$ cat src/rtl/eaptls_pkg.sv
// Shared types and constants of the EAP-TLS fragment reassembler.
package eaptls_pkg;

	// Packet verdicts, also used as the stored header error code (VERD_ACK means no error)
	typedef enum logic [3:0] {
		VERD_ACK        = 4'd0,
		VERD_COMPLETE   = 4'd1,
		VERD_EMPTY      = 4'd2,
		VERD_START      = 4'd3,
		VERD_SHORT      = 4'd4,
		VERD_PKTLEN     = 4'd5,
		VERD_MSGLEN     = 4'd6,
		VERD_UNEXPECTED = 4'd7,
		VERD_OVERFLOW   = 4'd8,
		VERD_INCOMPLETE = 4'd9,
		VERD_COUNT      = 4'd10
	} verdict_t;

	// Configuration register indexes
	localparam logic [1:0] CFG_SERVER_ROLE   = 2'd0;
	localparam logic [1:0] CFG_PACKET_LIMIT  = 2'd1;
	localparam logic [1:0] CFG_MESSAGE_LIMIT = 2'd2;

	localparam logic [7:0]  PACKET_LIMIT_RST  = 8'd16;
	localparam logic [14:0] MESSAGE_LIMIT_RST = 15'd16384;

	// Bit positions in the flags byte
	localparam int FLAG_L = 7;
	localparam int FLAG_M = 6;
	localparam int FLAG_S = 5;

	localparam logic [15:0] HDR_BASE = 16'd6;
	localparam logic [15:0] HDR_EXT  = 16'd10;

	typedef struct packed {
		logic        item_kind;
		logic [7:0]  payload_byte;
		logic [13:0] payload_offset;
		verdict_t    verdict;
		logic [7:0]  reply_identifier;
		logic [14:0] message_length;
		logic [2:0]  tls_version;
	} res_t;

	// Up to two results caused by one byte: a payload byte, then a verdict
	typedef struct packed {
		logic pay_v;
		res_t pay;
		logic ver_v;
		res_t ver;
	} res_pair_t;

endpackage

$ cat src/rtl/eap_tls_fragment_reassembler.sv
// Top level of the EAP-TLS fragment reassembler: input register, parser and result buffer.
// An accepted byte is held in the input register, then its results are loaded into the result buffer that drives m_*.
// Throughput: one byte per cycle while m_tready holds no result back; a packet's final byte that also carries a payload
// byte takes two output transfers, one per result.
// Reset: arst_n clears all reassembly state, the packet count and the configuration
// registers (server_role 0, packet_limit 16, message_limit 16384) at once.
module eap_tls_fragment_reassembler #(
	parameter int MAX_MESSAGE_BYTES = 16384
) (
	input  logic        clk,
	input  logic        arst_n,
	input  logic        s_tvalid,
	output logic        s_tready,
	input  logic [7:0]  s_tdata,   // data_byte[7:0]
	input  logic        s_tlast,
	output logic        m_tvalid,
	input  logic        m_tready,
	// payload_byte[7:0], payload_offset[21:8], verdict[25:22], reply_identifier[33:26],
	// message_length[48:34], tls_version[51:49], zero[55:52]
	output logic [55:0] m_tdata,
	output logic        m_tuser,   // item_kind[0]
	input  logic        cfg_we,
	input  logic [1:0]  cfg_index,
	input  logic [14:0] cfg_data
);
	import eaptls_pkg::*;

	logic        role_q;
	logic [7:0]  plimit_q;
	logic [14:0] mlimit_q;

	logic        valid_s1, last_s1;
	logic [7:0]  byte_s1;
	logic        ob_ready, step;
	res_pair_t   pair;
	res_t        res;

	always_ff @(posedge clk or negedge arst_n) begin
		if (!arst_n) begin
			role_q   <= 1'b0;
			plimit_q <= PACKET_LIMIT_RST;
			mlimit_q <= MESSAGE_LIMIT_RST;
		end else if (cfg_we) begin
			unique case (cfg_index)
				CFG_SERVER_ROLE:   role_q   <= cfg_data[0];
				CFG_PACKET_LIMIT:  plimit_q <= cfg_data[7:0];
				CFG_MESSAGE_LIMIT: mlimit_q <= cfg_data;
				default: ;
			endcase
		end
	end

	assign step     = valid_s1 & ob_ready;
	assign s_tready = !valid_s1 || ob_ready;

	always_ff @(posedge clk or negedge arst_n) begin
		if (!arst_n) begin
			valid_s1 <= 1'b0;
		end else if (s_tvalid && s_tready) begin
			valid_s1 <= 1'b1;
		end else if (step) begin
			valid_s1 <= 1'b0;
		end
	end

	always_ff @(posedge clk) begin
		if (s_tvalid && s_tready) begin
			byte_s1 <= s_tdata;
			last_s1 <= s_tlast;
		end
	end

	eaptls_parser #(
		.MAX_MESSAGE_BYTES(MAX_MESSAGE_BYTES)
	) u_parser (
		.clk           (clk),
		.arst_n        (arst_n),
		.step          (step),
		.data_byte     (byte_s1),
		.packet_end    (last_s1),
		.server_role   (role_q),
		.packet_limit  (plimit_q),
		.message_limit (mlimit_q),
		.results       (pair)
	);

	eaptls_out_buf u_out_buf (
		.clk      (clk),
		.arst_n   (arst_n),
		.load     (step),
		.in_pair  (pair),
		.ready    (ob_ready),
		.m_tvalid (m_tvalid),
		.m_tready (m_tready),
		.res      (res)
	);

	assign m_tuser = res.item_kind;
	assign m_tdata = {4'b0000, res.tls_version, res.message_length, res.reply_identifier,
		res.verdict, res.payload_offset, res.payload_byte};
endmodule

$ cat src/rtl/eaptls_parser.sv
// Header parser, reassembly state and verdict logic, one byte per step.
module eaptls_parser #(
	parameter int MAX_MESSAGE_BYTES = 16384
) (
	input  logic                  clk,
	input  logic                  arst_n,
	input  logic                  step,
	input  logic [7:0]            data_byte,
	input  logic                  packet_end,
	input  logic                  server_role,
	input  logic [7:0]            packet_limit,
	input  logic [14:0]           message_limit,
	output eaptls_pkg::res_pair_t results
);
	import eaptls_pkg::*;

	localparam logic [16:0] MaxBytes = 17'(MAX_MESSAGE_BYTES);

	logic [15:0] rcnt_q, rcnt_n;
	logic [7:0]  id_q, id_n;
	logic [15:0] dlen_q, dlen_n;
	logic [7:0]  flags_q, flags_n;
	verdict_t    err_q, err_n;
	logic        big_q, big_n;
	logic [7:0]  lhi_q, lhi_n;
	logic [14:0] exp_q, exp_n;
	logic        act_q, act_n;
	logic [14:0] wp_q, wp_n;
	logic [7:0]  pcnt_q, pcnt_n;

	logic        is_start, lpath, lt, gt, clr;
	logic [15:0] hdr_q, hdr_n, room_q, room_new, pdl_l, pdl_n, lf16, off16;
	logic [16:0] lim, sum17;
	verdict_t    v;
	logic [2:0]  ver;

	always_comb begin
		is_start = flags_q[FLAG_S];
		hdr_q    = flags_q[FLAG_L] ? HDR_EXT : HDR_BASE;
		lpath    = flags_q[FLAG_L] && !is_start && (dlen_q >= HDR_EXT);
		room_q   = {1'b0, exp_q} - {1'b0, wp_q};
		pdl_l    = dlen_q - HDR_EXT;
		lf16     = {lhi_q, data_byte};
		lim      = ({2'b00, message_limit} > MaxBytes) ? MaxBytes : {2'b00, message_limit};
		lt       = !big_q && (lf16 < pdl_l);
		gt       = big_q || ({1'b0, lf16} > lim);
		room_new = act_q ? room_q : {1'b0, lf16[14:0]};
		off16    = {1'b0, wp_q} + (rcnt_q - hdr_q);

		rcnt_n  = (rcnt_q == 16'hFFFF) ? rcnt_q : rcnt_q + 16'd1;
		id_n    = id_q;
		dlen_n  = dlen_q;
		flags_n = flags_q;
		err_n   = err_q;
		big_n   = big_q;
		lhi_n   = lhi_q;
		exp_n   = exp_q;
		act_n   = act_q;
		wp_n    = wp_q;
		pcnt_n  = pcnt_q;

		results = '0;

		if (rcnt_q < HDR_BASE) begin
			case (rcnt_q[2:0])
				3'd1: id_n = data_byte;
				3'd2: dlen_n = {data_byte, 8'h00};
				3'd3: dlen_n = {dlen_q[15:8], data_byte};
				3'd5: begin
					flags_n = data_byte;
					if (!data_byte[FLAG_S]) begin
						if (data_byte[FLAG_L]) begin
							if (dlen_q < HDR_EXT) err_n = VERD_SHORT;
						end else if (dlen_q > HDR_BASE && (dlen_q - HDR_BASE) > room_q) begin
							err_n = VERD_OVERFLOW;
						end
					end
				end
				default: ;
			endcase
		end else if (rcnt_q < HDR_EXT && lpath) begin
			case (rcnt_q[3:0]) inside
				4'd6, 4'd7: big_n = big_q | (data_byte != 8'h00);
				4'd8: lhi_n = data_byte;
				4'd9: begin
					if (lt || gt) begin
						err_n = VERD_MSGLEN;
					end else if (act_q && lf16 != {1'b0, exp_q}) begin
						err_n = VERD_UNEXPECTED;
					end else begin
						// The first fragment with a length opens a new message
						if (!act_q) begin
							exp_n = lf16[14:0];
							wp_n  = '0;
							act_n = 1'b1;
						end
						if (pdl_l > room_new) err_n = VERD_OVERFLOW;
					end
				end
				default: ;
			endcase
		end else if (!is_start && err_q == VERD_ACK && rcnt_q >= hdr_q && rcnt_q < dlen_q) begin
			results.pay_v                = 1'b1;
			results.pay.item_kind        = 1'b0;
			results.pay.payload_byte     = data_byte;
			results.pay.payload_offset   = off16[13:0];
			results.pay.message_length   = exp_q;
		end

		hdr_n = flags_n[FLAG_L] ? HDR_EXT : HDR_BASE;
		pdl_n = dlen_n - hdr_n;
		sum17 = {2'b00, wp_n} + {1'b0, pdl_n};
		clr   = 1'b1;
		ver   = '0;
		if (pcnt_q != 8'hFF) pcnt_n = pcnt_q + 8'd1;
		if (pcnt_n > packet_limit) begin
			v = VERD_COUNT;
		end else if (rcnt_n < HDR_BASE || dlen_n != rcnt_n) begin
			v = VERD_PKTLEN;
		end else if (flags_n[FLAG_S]) begin
			v   = VERD_START;
			ver = flags_n[2:0];
			clr = 1'b0;
		end else if (rcnt_n == HDR_BASE) begin
			v   = VERD_EMPTY;
			clr = 1'b0;
		end else if (err_n != VERD_ACK) begin
			v = err_n;
		end else if (flags_n[FLAG_M]) begin
			v   = VERD_ACK;
			clr = 1'b0;
		end else if (sum17 != {2'b00, exp_n}) begin
			v = VERD_INCOMPLETE;
		end else begin
			v = VERD_COMPLETE;
		end

		if (packet_end) begin
			results.ver_v                  = 1'b1;
			results.ver.item_kind          = 1'b1;
			results.ver.verdict            = v;
			results.ver.reply_identifier   = id_n + {7'b0, server_role};
			results.ver.message_length     = exp_n;
			results.ver.tls_version        = ver;
			if (clr) begin
				exp_n = '0;
				act_n = 1'b0;
				wp_n  = '0;
			end else if (v == VERD_ACK) begin
				wp_n = sum17[14:0];
			end
			rcnt_n  = '0;
			id_n    = '0;
			dlen_n  = '0;
			flags_n = '0;
			err_n   = VERD_ACK;
			big_n   = 1'b0;
			lhi_n   = '0;
		end else begin
			pcnt_n = pcnt_q;
		end
	end

	always_ff @(posedge clk or negedge arst_n) begin
		if (!arst_n) begin
			rcnt_q  <= '0;
			id_q    <= '0;
			dlen_q  <= '0;
			flags_q <= '0;
			err_q   <= VERD_ACK;
			big_q   <= 1'b0;
			lhi_q   <= '0;
			exp_q   <= '0;
			act_q   <= 1'b0;
			wp_q    <= '0;
			pcnt_q  <= '0;
		end else if (step) begin
			rcnt_q  <= rcnt_n;
			id_q    <= id_n;
			dlen_q  <= dlen_n;
			flags_q <= flags_n;
			err_q   <= err_n;
			big_q   <= big_n;
			lhi_q   <= lhi_n;
			exp_q   <= exp_n;
			act_q   <= act_n;
			wp_q    <= wp_n;
			pcnt_q  <= pcnt_n;
		end
	end

`ifndef SYNTHESIS
	a_wp_within_msg: assert property (@(posedge clk) disable iff (!arst_n)
		wp_q <= exp_q)
		else $error("write position beyond expected message length");
	a_idle_msg_clear: assert property (@(posedge clk) disable iff (!arst_n)
		!act_q |-> (exp_q == '0 && wp_q == '0))
		else $error("inactive reassembly holds stale length or position");
	a_pcnt_monotonic: assert property (@(posedge clk) disable iff (!arst_n)
		pcnt_q >= $past(pcnt_q))
		else $error("packet count went backwards");
`endif
endmodule

$ cat src/rtl/eaptls_out_buf.sv
// Result buffer that holds the results of one byte and hands them out in order.
module eaptls_out_buf (
	input  logic                  clk,
	input  logic                  arst_n,
	input  logic                  load,
	input  eaptls_pkg::res_pair_t in_pair,
	output logic                  ready,
	output logic                  m_tvalid,
	input  logic                  m_tready,
	output eaptls_pkg::res_t      res
);
	import eaptls_pkg::*;

	logic pay_v_q, ver_v_q;
	res_t pay_q, ver_q;
	logic take;

	assign m_tvalid = pay_v_q | ver_v_q;
	assign take     = m_tvalid & m_tready;
	// Free for the next byte once the last pending result leaves in this cycle
	assign ready    = !m_tvalid || (take && !(pay_v_q && ver_v_q));
	assign res      = pay_v_q ? pay_q : ver_q;

	always_ff @(posedge clk or negedge arst_n) begin
		if (!arst_n) begin
			pay_v_q <= 1'b0;
			ver_v_q <= 1'b0;
		end else if (load) begin
			pay_v_q <= in_pair.pay_v;
			ver_v_q <= in_pair.ver_v;
		end else if (take) begin
			if (pay_v_q) pay_v_q <= 1'b0;
			else ver_v_q <= 1'b0;
		end
	end

	always_ff @(posedge clk) begin
		if (load) begin
			pay_q <= in_pair.pay;
			ver_q <= in_pair.ver;
		end
	end

`ifndef SYNTHESIS
	a_load_when_free: assert property (@(posedge clk) disable iff (!arst_n)
		load |-> ready)
		else $error("result buffer overwritten while results pending");
	a_verdict_follows: assert property (@(posedge clk) disable iff (!arst_n)
		(pay_v_q && ver_v_q && take && !load) |=> (!pay_v_q && ver_v_q))
		else $error("verdict lost after payload transfer");
`endif
endmodule

$ cat config.mk
export PLATFORM = sky130hd
export DESIGN_NAME = eap_tls_fragment_reassembler
export DESIGN_NICKNAME = d
export VERILOG_FILES = /design/src/rtl/eaptls_pkg.sv /design/src/rtl/eap_tls_fragment_reassembler.sv /design/src/rtl/eaptls_parser.sv /design/src/rtl/eaptls_out_buf.sv
export SDC_FILE = /design/constraint.sdc
export NUM_CORES = 1
export LEC_CHECK = 0
export ABC_AREA = 1
export BUFFER_PORTS_ARGS = -buffer_cell sky130_fd_sc_hd__buf_2
export CORE_MARGIN = 3
export CORE_UTILIZATION = 29
export CTS_CLUSTER_DIAMETER = 80
export DETAILED_ROUTE_END_ITERATION = 8
export PLACE_DENSITY = 0.47
export SLEW_MARGIN = 10
export SYNTH_ARGS = -nofsm -noshare
export SYNTH_HDL_FRONTEND = slang
export SYNTH_HIERARCHICAL = 1
export SYNTH_SLANG_ARGS = --single-unit
export TNS_END_PERCENT = 30
$ cat constraint.sdc
create_clock -name clk -period 9.9 [get_ports clk]
set_clock_uncertainty 0.15 [all_clocks]
set_input_delay 0.495 -clock clk [delete_from_list [all_inputs] [get_ports clk]]
set_output_delay 0.495 -clock clk [all_outputs]
set_load 0.005 [all_outputs]
==> results.py <==
metrics = {
    "status": {
        "status": "complete, no violations",
    },
    "routing": {
        "wl_met2_mm": 27.7,
        "detail_route.vias_per_cell": 4.84,
        "wl_met3_mm": 3.54,
        "dr.first_iter.drc_count": 1081,
        "wl_mm": 62.4,
        "ant_nets": 0,
        "drc": 0,
        "wl_met1_mm": 29.3,
        "top_layer_used": "met4",
        "wl_per_cell_um": 18.6,
        "num_vias": 16200,
        "dr.pass1.iters": 5,
    },
    "synth": {
        "yosysSeqAreaShare_pct": 35.7,
        "post_synth_instance_area_um2": 18500,
        "synth-main-ff-cell": "dfrtp_1",
        "synth.distinct_cells": 67,
        "synth_edf_count": 115,
        "ys_async_sr_fraction_pct": 52.1,
        "syn_area_per_cell_um2": 7.66,
        "ys_seq_elements": 240,
        "synth_cells": 2410,
        "yosysWarnings": 6,
    },
    "power": {
        "power_frac_comb_pct": 42.8,
        "swShare_pct": 42.3,
        "seqPwrFrac_pct": 30.2,
        "p_int_mw": 2.38,
        "pwr-share-clk_pct": 27.0,
        "peakVddDrop_uv": 134,
        "leakage_nw": 9.82,
        "p_per_area_nw_per_um2": 200,
        "p_switching_mw": 1.75,
    },
    "die": {
        "die_area_um2": 66700,
        "core-area_um2": 62300,
        "ioPinCount": 90,
        "start_util_pct": 29.6,
        "die_h_um": 258,
        "die_x_um": 258,
        "num_rows": 91,
    },
    "clock_tree": {
        "cts_buffers": 31,
        "cts_tree": "done",
        "clockRootBuffer": "clkbuf_16",
        "clock-sinks": 240,
        "clockBufferDepth": 3,
        "cts.htree.levels": 1,
        "clock_latency_ns": 0.60,
        "clk_pin_slew_ns": 0.06,
        "ctsResizeCount": 0,
    },
    "final_layout": {
        "area_growth_syn_to_layout_pct": 12.1,
        "fin_area_um2": 20700,
        "layout-drive-gt1-share_pct": 10.7,
        "finalNonFillerCells": 3355,
        "nets": 2681,
        "num_antenna_cells": 0,
        "fin_util_pct": 33.2,
    },
    "worst_setup_path": {
        "worst_setup_path_end_kind": "flip-flop",
        "timing.critical_path.mode_cell": "nand2_1",
        "worstPathMaxFanout": 24,
        "critPathArrivalTime_ns": 7.42,
        "criticalPathCategory": "flip-flop to flip-flop",
        "max_stage_delay_ns": 0.59,
        "worst_path_max_delay_cell": "nor2_4",
        "worst_ep_required_time_ns": 10.27,
        "critPathLaunchType": "flip-flop",
    },
    "grt": {
        "grt_first_pass_wirelength_mm": 95.4,
        "grt-ovfl-total": 0,
        "track_usage_pct": 18.5,
        "antenna_found_initial": 0,
        "grt_max_degree": 78,
        "grt_pass1_vias": 15900,
    },
    "placement": {
        "dp.cells": 3277,
        "dp_hpwl_mm": 48.5,
        "place.gp.congestion": 0.927,
        "port_buffers": 85,
        "dpl_cell_area_um2": 19500,
        "dp_slack_ns": 3.01,
    },
    "timing": {
        "setup_viol": 0,
        "tns_ns": 0,
        "rsz0062_at_grt": "no",
        "worstMarginPinSlew_ns": 1.06,
        "period_minus_slack_ns": 7.05,
        "hold_violations": 0,
        "slew_violations": 0,
        "final.period_utilization_pct": 71.2,
        "slew_headroom_pct": 29.3,
        "fmax_ghz": 0.142,
        "setup_slack_ns": 2.85,
    },
    "job": {
        "cap_violations": 0,
    },
    "worst_hold_path": {
        "holdCritPathClass": "input pin to flip-flop",
    },
}
## critical path: cells and delay by family, from the launching register on
family                     cells  cell delay [ns]
buffers and inverters          4             0.36
DFF                            1             0.45
and+or+nand+nor               20             3.45
AOI/OAI and AO/OA             13             2.07
adders and majority gates      2             0.49
## registers in the layout (all words and copies together) (netlist names), 6 cells and up
signal / cells
byte_s1: 8
mlimit_q: 15
plimit_q: 8
u_out_buf/pay_q: 53
u_out_buf/ver_q: 53
u_parser/dlen_q: 16
u_parser/exp_q: 15
u_parser/flags_q: 6
u_parser/id_q: 8
u_parser/lhi_q: 8
u_parser/pcnt_q: 8
u_parser/rcnt_q: 16
u_parser/wp_q: 15
## cell type report
cell class,count,area (µm²)
fillers,6625,41600
clock buffers,34,787
repair buffers,120,743
inverters,305,1150
flip-flops and latches,240,6590
clock inverters,23,208
well taps,837,1050
multi-input cells,1796,10200
## kinds of logic after synthesis
family	count (synthesis)	share of synthesized area (%)
xor+xnor	89	4.44
other cells	2	0.0407
simple gates	1165	28.5
fa+ha+maj	156	10.8
buf+inv	414	10.1
compound gates	344	10.4
flops	240	35.7
## cell usage in the layout (no fill, tap or decap), drive strengths merged, types with 34 or more instances in the layout
cell / netlist / routed
a21oi: 112 / 112
o21ai: 155 / 155
ha: 151 / 151
dfrtp: 123 / 123
nor3: 34 / 34
clkbuf: 28 / 34
nand2: 681 / 681
nor2: 219 / 219
xor2: 69 / 69
buf: 81 / 99
nand3: 130 / 130
edfxtp: 115 / 115
nand4: 62 / 62
inv: 296 / 300
conb: 2 / 42
## synthesized netlist by cell type, drive strengths merged, types with 13 or more instances
cell type	count	share of area, %
clkbuf	28	0.57
edfxtp	115	19
nand4	62	2.4
nand3	130	4.0
xor2	69	3.4
o22ai	33	1.1
o21ai	155	4.3
nor4	13	0.47
inv	296	6.0
ha	151	10
a21oi	112	3.2
nand2	681	15
dfrtp	123	17
xnor2	19	0.90
nor2	219	5.0
buf	81	3.3
nor3	34	1.1
## power by group through the flow
stage                     combinational, mW  sequential, mW  clock [mW]
after CTS                              1.76            1.25        1.15
after detailed placement               1.74            1.27           0
final                                  1.77            1.25        1.12
after global placement                 1.74            1.26           0
after floorplan                        1.26            1.23           0
after global routing                   2.01            1.26        1.19
## routing by layer
metal	GRT usage, %	up-vias
met5	0	-
met4	5.34	0
li1	-	8053
met1	25.7	7686
met3	2.76	99
met2	29.8	410
## per-stage QoR
stage	hold slack (ns)	power, mW
4_1_cts	0.00241	4.16
2_1_floorplan	0.0494	2.50
3_5_place_dp	0.227	3.01
5_1_grt	0.0395	4.45
6_report	0.0392	4.13
3_3_place_gp	0.225	3.00
## what timing repair did
item / 4_1_cts / 5_1_grt
endpoints found under the setup margin: 0 / 0
hold buffers: 21 / 0
buffers inserted: 0 / 0
hold endpoints to repair: 36 / 0
## path summary, 6_finish.rpt
kind	cells after the start	to	from	slack [ns]
max	39	u_parser/wp_q[1]	u_parser/wp_q[2]	2.85
min	3	mlimit_q[7]	cfg_data[7]	0.04
max reg2reg	39	u_parser/wp_q[1]	u_parser/wp_q[2]	2.85
min reg2reg	2	plimit_q[4]	plimit_q[4]	0.32
max in group asynchronous	4	u_parser/rcnt_q[11]	arst_n	7.54
min in group asynchronous	2	valid_s1	arst_n	0.14
Note: power is estimated with default switching activity, not from simulation.
